[src/rtl/core/mpct_pkg.sv]
// mpct_pkg: shared types and constants for the mouse packet cursor tracker
// no dependencies; imported by every module of the block

package mpct_pkg;

    localparam int ColW  = 7;
    localparam int RowW  = 6;
    localparam int CellW = 13;

    localparam logic [1:0] EV_MOVE = 2'd0;
    localparam logic [1:0] EV_DOWN = 2'd1;
    localparam logic [1:0] EV_UP   = 2'd2;

    localparam logic [1:0] REG_ENABLE  = 2'd0;
    localparam logic [1:0] REG_COLUMNS = 2'd1;
    localparam logic [1:0] REG_ROWS    = 2'd2;

    localparam logic            RST_ENABLE  = 1'b1;
    localparam logic [ColW-1:0] RST_COLUMNS = 7'd80;
    localparam logic [RowW-1:0] RST_ROWS    = 6'd25;
    localparam logic [ColW-1:0] RST_POS_X   = 7'd40;
    localparam logic [RowW-1:0] RST_POS_Y   = 6'd12;

    localparam int MouseBit = 5;

    typedef struct packed {
        logic [7:0] ctrl_status;
        logic [7:0] data_byte;
    } t_in;

    typedef struct packed {
        logic [1:0]       event_kind;
        logic [1:0]       button_number;
        logic [ColW-1:0]  cursor_x;
        logic [RowW-1:0]  cursor_y;
        logic [CellW-1:0] old_cell;
        logic [CellW-1:0] new_cell;
        logic             last;
    } t_out;

    typedef struct packed {
        logic            enabled;
        logic [ColW-1:0] columns;
        logic [RowW-1:0] rows;
    } t_cfg;

    typedef struct packed {
        logic [ColW-1:0]  pos_x;
        logic [RowW-1:0]  pos_y;
        logic [CellW-1:0] old_cell;
        logic [2:0]       changed;
        logic [2:0]       prev_buttons;
    } t_bundle;

endpackage

[src/rtl/core/mpct_regs.sv]
// mpct_regs: apb-style configuration registers (enable, columns, rows)
// depends on mpct_pkg; columns and rows of zero are presented as one

module mpct_regs (
    input  logic          i_clk,
    input  logic          i_rst_n,
    input  logic          psel,
    input  logic          penable,
    input  logic          pwrite,
    input  logic [3:0]    paddr,
    input  logic [31:0]   pwdata,
    output logic [31:0]   prdata,
    output logic          pready,
    output mpct_pkg::t_cfg o_cfg
);
    import mpct_pkg::*;

    logic            r_enable;
    logic [ColW-1:0] r_columns;
    logic [RowW-1:0] r_rows;
    logic            wr_en;

    assign pready = 1'b1;
    assign wr_en  = psel && penable && pwrite;

    always_ff @(posedge i_clk) begin
        if (!i_rst_n) begin
            r_enable  <= RST_ENABLE;
            r_columns <= RST_COLUMNS;
            r_rows    <= RST_ROWS;
        end else if (wr_en) begin
            case (paddr[3:2])
                REG_ENABLE:  r_enable  <= pwdata[0];
                REG_COLUMNS: r_columns <= pwdata[ColW-1:0];
                REG_ROWS:    r_rows    <= pwdata[RowW-1:0];
                default: ;
            endcase
        end
    end

    always_comb begin
        case (paddr[3:2])
            REG_ENABLE:  prdata = {31'd0, r_enable};
            REG_COLUMNS: prdata = {{(32-ColW){1'b0}}, r_columns};
            REG_ROWS:    prdata = {{(32-RowW){1'b0}}, r_rows};
            default:     prdata = 32'd0;
        endcase
    end

    assign o_cfg.enabled = r_enable;
    assign o_cfg.columns = (r_columns == '0) ? ColW'(1) : r_columns;
    assign o_cfg.rows    = (r_rows == '0) ? RowW'(1) : r_rows;

endmodule

[src/rtl/core/mpct_decode.sv]
// mpct_decode: input register, packet gathering, cursor update and clamp
// depends on mpct_pkg; hands one bundle per finished packet to mpct_emit

module mpct_decode (
    input  logic              i_clk,
    input  logic              i_rst_n,
    input  mpct_pkg::t_cfg    i_cfg,
    input  logic              i_in_valid,
    input  mpct_pkg::t_in     i_in_data,
    output logic              o_in_stall,
    input  logic              i_bun_take,
    output logic              o_bun_load,
    output mpct_pkg::t_bundle o_bun
);
    import mpct_pkg::*;

    logic             r_in_valid;
    t_in              r_in;
    logic [1:0]       r_byte_idx;
    logic [7:0]       r_pkt0;
    logic [7:0]       r_pkt1;
    logic [ColW-1:0]  r_pos_x;
    logic [RowW-1:0]  r_pos_y;
    logic [2:0]       r_prev;

    logic             taken;
    logic             completes;
    logic             adv;
    logic signed [8:0] sx;
    logic signed [8:0] sy;
    logic [7:0]       dy8;
    logic [ColW-1:0]  n_pos_x;
    logic [RowW-1:0]  n_pos_y;
    logic [CellW-1:0] old_cell;

    assign taken      = r_in.ctrl_status[MouseBit] && i_cfg.enabled;
    assign completes  = taken && (r_byte_idx == 2'd2);
    assign adv        = r_in_valid && (!completes || i_bun_take);
    assign o_in_stall = r_in_valid && !adv;
    assign o_bun_load = r_in_valid && completes && i_bun_take;

    // negation in eight bits leaves -128 as -128
    assign dy8 = 8'(8'd0 - r_in.data_byte);
    assign sx  = $signed({2'b00, r_pos_x}) + $signed({r_pkt1[7], r_pkt1});
    assign sy  = $signed({3'b000, r_pos_y}) + $signed({dy8[7], dy8});

    always_comb begin
        if (sx[8]) begin
            n_pos_x = '0;
        end else if (sx[7:0] >= {1'b0, i_cfg.columns}) begin
            n_pos_x = ColW'(i_cfg.columns - ColW'(1));
        end else begin
            n_pos_x = sx[ColW-1:0];
        end
        if (sy[8]) begin
            n_pos_y = '0;
        end else if (sy[7:0] >= {2'b00, i_cfg.rows}) begin
            n_pos_y = RowW'(i_cfg.rows - RowW'(1));
        end else begin
            n_pos_y = sy[RowW-1:0];
        end
    end

    assign old_cell = CellW'(CellW'(r_pos_y) * CellW'(i_cfg.columns)) + CellW'(r_pos_x);

    assign o_bun.pos_x        = n_pos_x;
    assign o_bun.pos_y        = n_pos_y;
    assign o_bun.old_cell     = old_cell;
    assign o_bun.changed      = r_pkt0[2:0] ^ r_prev;
    assign o_bun.prev_buttons = r_prev;

    always_ff @(posedge i_clk) begin
        if (!i_rst_n) begin
            r_in_valid <= 1'b0;
            r_byte_idx <= 2'd0;
            r_pos_x    <= RST_POS_X;
            r_pos_y    <= RST_POS_Y;
            r_prev     <= 3'd0;
        end else begin
            if (i_in_valid && !o_in_stall) begin
                r_in_valid <= 1'b1;
            end else if (adv) begin
                r_in_valid <= 1'b0;
            end
            if (adv && taken) begin
                if (completes) begin
                    r_byte_idx <= 2'd0;
                    r_pos_x    <= n_pos_x;
                    r_pos_y    <= n_pos_y;
                    r_prev     <= r_pkt0[2:0];
                end else begin
                    r_byte_idx <= 2'(r_byte_idx + 2'd1);
                end
            end
        end
    end

    always_ff @(posedge i_clk) begin
        if (i_in_valid && !o_in_stall) begin
            r_in <= i_in_data;
        end
        if (adv && taken && !completes) begin
            if (r_byte_idx[0]) begin
                r_pkt1 <= r_in.data_byte;
            end else begin
                r_pkt0 <= r_in.data_byte;
            end
        end
    end

endmodule

[src/rtl/core/mpct_emit.sv]
// mpct_emit: holds one packet bundle and sends its move and button beats
// depends on mpct_pkg; output register toward the result channel

module mpct_emit (
    input  logic              i_clk,
    input  logic              i_rst_n,
    input  mpct_pkg::t_cfg    i_cfg,
    input  logic              i_bun_load,
    input  mpct_pkg::t_bundle i_bun,
    output logic              o_bun_take,
    output logic              o_out_valid,
    output mpct_pkg::t_out    o_out_data,
    input  logic              i_out_stall
);
    import mpct_pkg::*;

    logic             r_bun_valid;
    logic             r_move_pend;
    logic [2:0]       r_mask;
    t_bundle          r_bun;
    logic             r_out_valid;
    t_out             r_out;

    logic             out_ld;
    logic             done;
    logic [2:0]       pick;
    logic [2:0]       n_mask;
    logic [CellW-1:0] new_cell;
    t_out             n_out;

    assign out_ld     = !r_out_valid || !i_out_stall;
    assign new_cell   = CellW'(CellW'(r_bun.pos_y) * CellW'(i_cfg.columns)) + CellW'(r_bun.pos_x);
    assign pick       = r_mask & (~r_mask + 3'd1);

    always_comb begin
        n_out.cursor_x = r_bun.pos_x;
        n_out.cursor_y = r_bun.pos_y;
        n_out.new_cell = new_cell;
        if (r_move_pend) begin
            n_mask               = r_mask;
            n_out.event_kind     = EV_MOVE;
            n_out.button_number  = 2'd0;
            n_out.old_cell       = r_bun.old_cell;
            n_out.last           = (r_mask == 3'd0);
        end else begin
            n_mask               = r_mask & ~pick;
            n_out.event_kind     = ((r_bun.prev_buttons & pick) != 3'd0) ? EV_UP : EV_DOWN;
            n_out.button_number  = pick[0] ? 2'd1 : (pick[1] ? 2'd2 : 2'd3);
            n_out.old_cell       = new_cell;
            n_out.last           = (n_mask == 3'd0);
        end
    end

    assign done       = r_bun_valid && out_ld && n_out.last;
    assign o_bun_take = !r_bun_valid || done;

    always_ff @(posedge i_clk) begin
        if (!i_rst_n) begin
            r_bun_valid <= 1'b0;
            r_move_pend <= 1'b0;
            r_out_valid <= 1'b0;
        end else begin
            if (i_bun_load) begin
                r_bun_valid <= 1'b1;
                r_move_pend <= 1'b1;
            end else if (r_bun_valid && out_ld) begin
                r_move_pend <= 1'b0;
                if (done) begin
                    r_bun_valid <= 1'b0;
                end
            end
            if (out_ld) begin
                r_out_valid <= r_bun_valid;
            end
        end
    end

    always_ff @(posedge i_clk) begin
        if (i_bun_load) begin
            r_bun  <= i_bun;
            r_mask <= i_bun.changed;
        end else if (r_bun_valid && out_ld) begin
            r_mask <= n_mask;
        end
        if (out_ld && r_bun_valid) begin
            r_out <= n_out;
        end
    end

    assign o_out_valid = r_out_valid;
    assign o_out_data  = r_out;

endmodule

[src/rtl/core/mouse_packet_cursor_tracker_unit.sv]
// mouse_packet_cursor_tracker_unit: top level of the mouse packet cursor tracker
// depends on mpct_pkg, mpct_regs, mpct_decode, mpct_emit
//
//   channel   handshake                    payload
//   input     i_in_valid / o_in_stall      i_in_data  (t_in: status, data byte)
//   result    o_out_valid / i_out_stall    o_out_data (t_out: kind, button, cursor, cells)
//   config    psel/penable/pwrite/pready   paddr, pwdata, prdata
//
// a byte is decoded in the cycle after it is taken; the move beat of a packet goes from
// the bundle register to the output register; button beats follow one per cycle unless stalled
// a packet holds the result side for 1 to 4 beats: a move beat plus one per changed button
// the next third byte waits in the input register until the last of those beats moves
// into the output register; first and second bytes keep moving at one per cycle
// reset is synchronous; no clearing pass is needed after reset

module mouse_packet_cursor_tracker_unit (
    input  logic            i_clk,
    input  logic            i_rst_n,
    input  logic            i_in_valid,
    input  mpct_pkg::t_in   i_in_data,
    output logic            o_in_stall,
    output logic            o_out_valid,
    output mpct_pkg::t_out  o_out_data,
    input  logic            i_out_stall,
    input  logic            psel,
    input  logic            penable,
    input  logic            pwrite,
    input  logic [3:0]      paddr,
    input  logic [31:0]     pwdata,
    output logic [31:0]     prdata,
    output logic            pready
);
    import mpct_pkg::*;

    t_cfg    cfg;
    t_bundle bun;
    logic    bun_load;
    logic    bun_take;

    mpct_regs u_regs (
        .i_clk   (i_clk),
        .i_rst_n (i_rst_n),
        .psel    (psel),
        .penable (penable),
        .pwrite  (pwrite),
        .paddr   (paddr),
        .pwdata  (pwdata),
        .prdata  (prdata),
        .pready  (pready),
        .o_cfg   (cfg)
    );

    mpct_decode u_decode (
        .i_clk      (i_clk),
        .i_rst_n    (i_rst_n),
        .i_cfg      (cfg),
        .i_in_valid (i_in_valid),
        .i_in_data  (i_in_data),
        .o_in_stall (o_in_stall),
        .i_bun_take (bun_take),
        .o_bun_load (bun_load),
        .o_bun      (bun)
    );

    mpct_emit u_emit (
        .i_clk       (i_clk),
        .i_rst_n     (i_rst_n),
        .i_cfg       (cfg),
        .i_bun_load  (bun_load),
        .i_bun       (bun),
        .o_bun_take  (bun_take),
        .o_out_valid (o_out_valid),
        .o_out_data  (o_out_data),
        .i_out_stall (i_out_stall)
    );

    a_move_no_button: assert property (@(posedge i_clk) disable iff (!i_rst_n)
        o_out_valid |-> ((o_out_data.event_kind == EV_MOVE) == (o_out_data.button_number == 2'd0)))
        else $error("move beat and button number disagree");

    a_button_cells: assert property (@(posedge i_clk) disable iff (!i_rst_n)
        o_out_valid && (o_out_data.event_kind != EV_MOVE)
            |-> (o_out_data.old_cell == o_out_data.new_cell))
        else $error("button beat with differing cells");

    a_bundle_handoff: assert property (@(posedge i_clk) disable iff (!i_rst_n)
        bun_load |-> bun_take)
        else $error("bundle loaded while previous one still in flight");

    a_move_after_last: assert property (@(posedge i_clk) disable iff (!i_rst_n)
        o_out_valid && !i_out_stall && !o_out_data.last |=>
            o_out_valid && (o_out_data.event_kind != EV_MOVE))
        else $error("packet beats not contiguous");

endmodule
[config.mk]
export PLATFORM = sky130hd
export DESIGN_NAME = mouse_packet_cursor_tracker_unit
export DESIGN_NICKNAME = d
export VERILOG_FILES = /design/src/rtl/core/mpct_pkg.sv /design/src/rtl/core/mpct_regs.sv /design/src/rtl/core/mpct_decode.sv /design/src/rtl/core/mpct_emit.sv /design/src/rtl/core/mouse_packet_cursor_tracker_unit.sv
export SDC_FILE = /design/constraint.sdc
export NUM_CORES = 1
export LEC_CHECK = 0
export BUFFER_PORTS_ARGS = -buffer_cell sky130_fd_sc_hd__buf_2
export CELL_PAD_IN_SITES_DETAIL_PLACEMENT = 1
export CELL_PAD_IN_SITES_GLOBAL_PLACEMENT = 2
export CORE_AREA = 2 2 148 165
export CTS_BUF_LIST = sky130_fd_sc_hd__clkbuf_4 sky130_fd_sc_hd__clkbuf_8 sky130_fd_sc_hd__clkbuf_16
export DETAILED_ROUTE_END_ITERATION = 12
export DIE_AREA = 0 0 150 167
export MAX_ROUTING_LAYER = met4
export PLACE_DENSITY_LB_ADDON = 0.1
export SLEW_MARGIN = 15
export SYNTH_ARGS = -nofsm -noshare
export SYNTH_HDL_FRONTEND = slang
export SYNTH_SLANG_ARGS = --single-unit
[constraint.sdc]
create_clock -name i_clk -period 15.49 [get_ports i_clk]
set_input_delay 2.3235 -clock i_clk [delete_from_list [all_inputs] [get_ports i_clk]]
set_output_delay 2.3235 -clock i_clk [all_outputs]
set_load 0.02 [all_outputs]
* Word level (Yosys, flattened, before mapping)
Cells that the tools add are included.
** Storage, ports and cells
- Bits in registers :: 137
- Input bits :: 59
- Output and inout bits :: 79
- Word-level logic and storage cells :: 115
** Cells by class
- Add/sub/neg operators :: 9
- Multipliers :: 2
- $lt $le $gt $ge :: 2
- Eq/ne operators :: 4
- Mux-type cells :: 23
- Bitwise logic cells :: 7
- Reduce and logical (&&, ||, !) cells :: 40
** Operators by type and width (number)
- adder 13 x 7 -> 13 bit :: 2
- multiplier 6 x 7 -> 13 bit :: 2
- 2-to-1 mux 7 bit :: 3
- case mux 7 bit (3 select lines) :: 1
- 2-to-1 mux 6 bit :: 3
- AND reduction 2 bit :: 8
- logical AND 1 bit :: 13
- 2-to-1 mux 13 bit :: 1
- 2-to-1 mux 1 bit :: 10
- adder 7 x 8 -> 9 bit :: 1
- adder 8 x 8 -> 9 bit :: 1
- AND 3 bit :: 3
- 2-to-1 mux 3 bit :: 3
- >= comparator 8 x 6 -> 1 bit :: 1
- >= comparator 8 x 7 -> 1 bit :: 1
- subtractor 1 x 8 -> 8 bit (first input constant) :: 1
- zero test 7 bit :: 1
- subtractor 7 x 1 -> 7 bit (second input constant) :: 1
- zero test 1 bit :: 6
- zero test 3 bit :: 2
- zero test 6 bit :: 1
- inverter 3 bit :: 2
- nonzero test 2 bit :: 3
- subtractor 6 x 1 -> 6 bit (second input constant) :: 1
- other kinds (12) :: 16

* Logic depth before layout (Yosys ltp)
- Word-level depth :: 16
- Depth in mapped cells :: 22
- Gate-level depth less buffers :: 20

* By module
A second synthesis with hierarchy kept.
** Second synthesis, totals
- Cells, all modules :: 916
- Area total of the unflattened synthesis :: 9684.3 sq um
** Modules (own cells, without submodules)
- mpct_decode :: instances 1, cells each 478, area each 4381.7 sq um, seq. area each 980.9 sq um
- mpct_emit :: instances 1, cells each 320, area each 4336.7 sq um, seq. area each 2342.2 sq um
- mpct_regs :: instances 1, cells each 118, area each 965.9 sq um, seq. area each 280.3 sq um

* Least setup slack after synthesis
No wires, ideal clock.
- Path type :: in2out
- Start :: in i_out_stall
- End :: out o_in_stall
- Data arrival time :: 2963 ps
- Data required time :: 13167 ps
- Path slack :: 10204 ps
- Stages on the path :: 3
- Path buffers :: 0
- Path through :: and2_1 -> o21ai_0 -> nor2_1
** On the way
- Longest elaborated chain between the ends :: 9
** RTL lines
- start: declaration :: line mouse_packet_cursor_tracker_unit.sv:24 : input logic i_out_stall,
- zero test 1 bit :: line mpct_emit.sv:31 : assign out_ld = !r_out_valid || !i_out_stall;
- logical OR 1 bit :: line mpct_emit.sv:31
- logical AND 1 bit (2 in series) :: line mpct_emit.sv:54 : assign done = r_bun_valid && out_ld && n_out.last;
- logical OR 1 bit :: line mpct_emit.sv:55 : assign o_bun_take = !r_bun_valid || done;
- logical OR 1 bit :: line mpct_decode.sv:38 : assign adv = r_in_valid && (!completes || i_bun_take);
- logical AND 1 bit :: line mpct_decode.sv:38
- zero test 1 bit :: line mpct_decode.sv:39 : assign o_in_stall = r_in_valid && !adv;
- logical AND 1 bit :: line mpct_decode.sv:39
- end: declaration :: line mouse_packet_cursor_tracker_unit.sv:21 : output logic o_in_stall,
No other way between the ends.

==> results.tsv <==
metric	value	unit
Syn Inst Count	856	
Seq cells post-synth	132	
post-synthesis sequential area ratio	39.0	%
largest net degree at the start of global routing	45	
CP Data Required Time	15660	ps
post_cts resized	0	
synth unique cells	60	
Hold Path Origin	u_emit.n_out[33]	
Placer Congestion	0.869	
initial antenna violation count	0	
port buffer count	77	
diodes inserted	0	
Antenna Nets Post-Route	0	
max-cap violations	0	
Area contributors post-synth	edfxtp_1 (31%), ha_1 (12%), fa_1 (11%), dfxtp_1 (7.8%), and2_1 (3.8%)	
clock skew	10.3	ps
fin util	45.0	%
DRC	0	
critical path's slowest cell	dfxtp_1	
Area Overhead vs Synth	13.5	%
core area	23300	um^2
slew margin rel.	35.7	%
io pins	138	
most frequent cells in the layout	edfxtp_1 (96), inv_1 (91), ha_1 (91)	
die width	150	um
Final nets	1139	
Tmin final	5800	ps
Synth top area share	31.2	%
TritonCTS clock tree	yes	
DP Wirelength	17500	um
drt first-iter violations	162	
R2R cell count	16	
setup bufs post-CTS	0	
die footprint	25100	um^2
R2R setup slack	9690	ps
Crit Path Class	reg2reg	
die height	167	um
post-synth top area cell	edfxtp_1	
Max VDD drop	0.0721	mV
Non-Filler Instances	1255	
startpoint types	register	
CTS buffer count	17	
Tcrit/Tclk final	37.5	%
CTS sink count	132	
worst r2r src	u_regs.r_columns[4]	
Synth Area per Inst	10.8	um^2
critical path peak fanout	16	
Root Buffer Master	clkbuf_16	
Critical Path, Cell by Cell	inv_1 -> and4_1 -> a21o_1 -> nand2_1 -> fa_1 -> fa_1 -> inv_1 -> fa_1 -> fa_1 -> ha_1 -> o21a_1 -> o21a_1 -> and3_1 -> a211oi_1 -> a21oi_1 -> xnor2_1	
first-pass GRT wire length	36400	um
vias in the first global route	6958	
Routed WL	22200	um
yosys warns	0	
GRT overflow	0	
Starting Density	39.6	%
vias per cell	5.03	
num rows	59	
asr flop ratio synth	0	%
CTS Buffer Depth	2	
unrepaired setup endpoints after global routing	no	
Placed Cells	1223	
share of layout cells above drive strength 1	14.7	%
Initial DRT Pass Iterations	4	
Total GRT Usage	19.2	%
Worst EP arrival	5970	ps
Pleak	0.00458	uW
Cell Pwr Density	85.3	nW/um^2
Total Neg Setup Slack	0	ps
run status	complete, no violations	
FF-to-FF End	u_emit.r_bun[18]	
Clock Latency Late Sink	430	ps
crit path capture type	register	
Hold Buf Count CTS	0	
Routed WL per cell	17.7	um
Hold Path Class	reg2reg	
Main synth FF type	edfxtp_1	
f_max	172	MHz
total power	895	uW
fin. max-slew vios	0	
Post-synth EDFFs	96	
Post-Synthesis Cell Area	9250	um^2
most frequent CP cell	fa_1	
Worst-path clk slew	60	ps
Hold WS	469	ps
via count of the routed design	6315	
hold depth	0	
H-tree Lvls	4	
Worst Setup EP	u_emit.r_bun[18]	
worst-margin pin slew	963	ps
Final Setup Violations	0	
Worst path max stage delay	760	ps
CP Launch Point	u_regs.r_columns[4]	
final hold vios	0	
most common cell after layout, fill and taps aside	edfxtp_1	
-- how the worst min path moves through the flow --
stage	end	slack [ps]
after floorplan	u_emit.o_out_data[37]	430
after global placement	u_emit.o_out_data[33]	450
after detailed placement	u_emit.o_out_data[33]	460
after CTS	u_emit.o_out_data[33]	470
after global routing	u_emit.o_out_data[33]	480
final	u_emit.o_out_data[33]	470
-- critical path, delay by kind of cell (launching register included) --
family	cells	cell delay, ps
xor gates and xnor gates	1	160
DFF	1	760
adders and majority gates	5	2340
buffers and inverters	2	340
and+or+nand+nor	3	640
AOI/OAI and AO/OA	5	1310
-- per-layer routing --
layer	part of all wire [%]	vias up	GRT usage [%]
li1	-	3032	-
met1	42	3146	21.8
met5	0	-	-
met4	2.9	0	7.30
met3	2.1	34	2.30
met2	53	103	34.3
-- registers in the layout, summed over array words and instances (netlist names) --
name and cells:
u_regs.r_enable 1, u_emit.r_bun 16, u_decode.r_in 9, u_decode.r_pos_x 7
u_emit.o_out_data 44, u_emit.r_move_pend 1, u_decode.r_pkt0 3, u_decode.r_in_valid 1
u_decode.r_pkt1 8, u_decode.r_pos_y 6, u_decode.r_byte_idx 2, u_emit.n_out 13
u_regs.r_columns 7, u_emit.r_bun_valid 1, u_decode.r_prev 3, u_regs.r_rows 6
u_emit.o_out_valid 1, u_emit.r_mask 3
-- logic make-up (layout without fill, tap and decap cells) --
kind of cell / after synthesis / count (layout) / share of synthesized area (%)
compound gates: 123 / 123 / 9.24
xor+xnor: 45 / 45 / 4.34
fa+ha+maj: 144 / 144 / 23.7
buf+inv: 139 / 209 / 6.70
flops: 132 / 132 / 39.0
mux: 38 / 38 / 4.29
other cells: 2 / 26 / 0.0812
simple gates: 233 / 233 / 12.7
-- cells in the mapped netlist (all sizes together), types with 4 or more instances --
cell,n
or4,4
a21oi,29
a211oi,6
ha,91
xor2,11
a22o,5
nand3,6
a21boi,5
nor2b,19
or3,5
inv,92
o21a,9
fa,52
edfxtp,96
mux2,13
mux2i,25
nor3,9
nand2,64
dfxtp,36
xnor2,34
clkbuf,19
nor2,52
o21bai,7
o21ai,26
and2,56
a21o,10
buf,27
o211ai,10
nand2b,4
-- where the power goes --
group,switching [uW],internal (uW)
Combinational,54.9,37.2
Clock,171,244
Sequential,4.91,383
-- area by class of cell --
class | count | area (um^2)
tap | 305 | 382
inverter | 93 | 349
clock inverter | 14 | 168
multi-input combinational | 609 | 5120
fill | 2612 | 12800
timing repair buffer | 84 | 438
clock buffer | 18 | 433
sequential | 132 | 3600
-- per-stage QoR --
stage / setup slack, ps / instance area, um^2
2_1_floorplan: 10200 / 9340
3_3_place_gp: 9730 / 9890
3_5_place_dp: 9600 / 9890
4_1_cts: 9590 / 10500
5_1_grt: 9340 / 10500
6_report: 9690 / 10500
(Power assumes the default switching activity.)
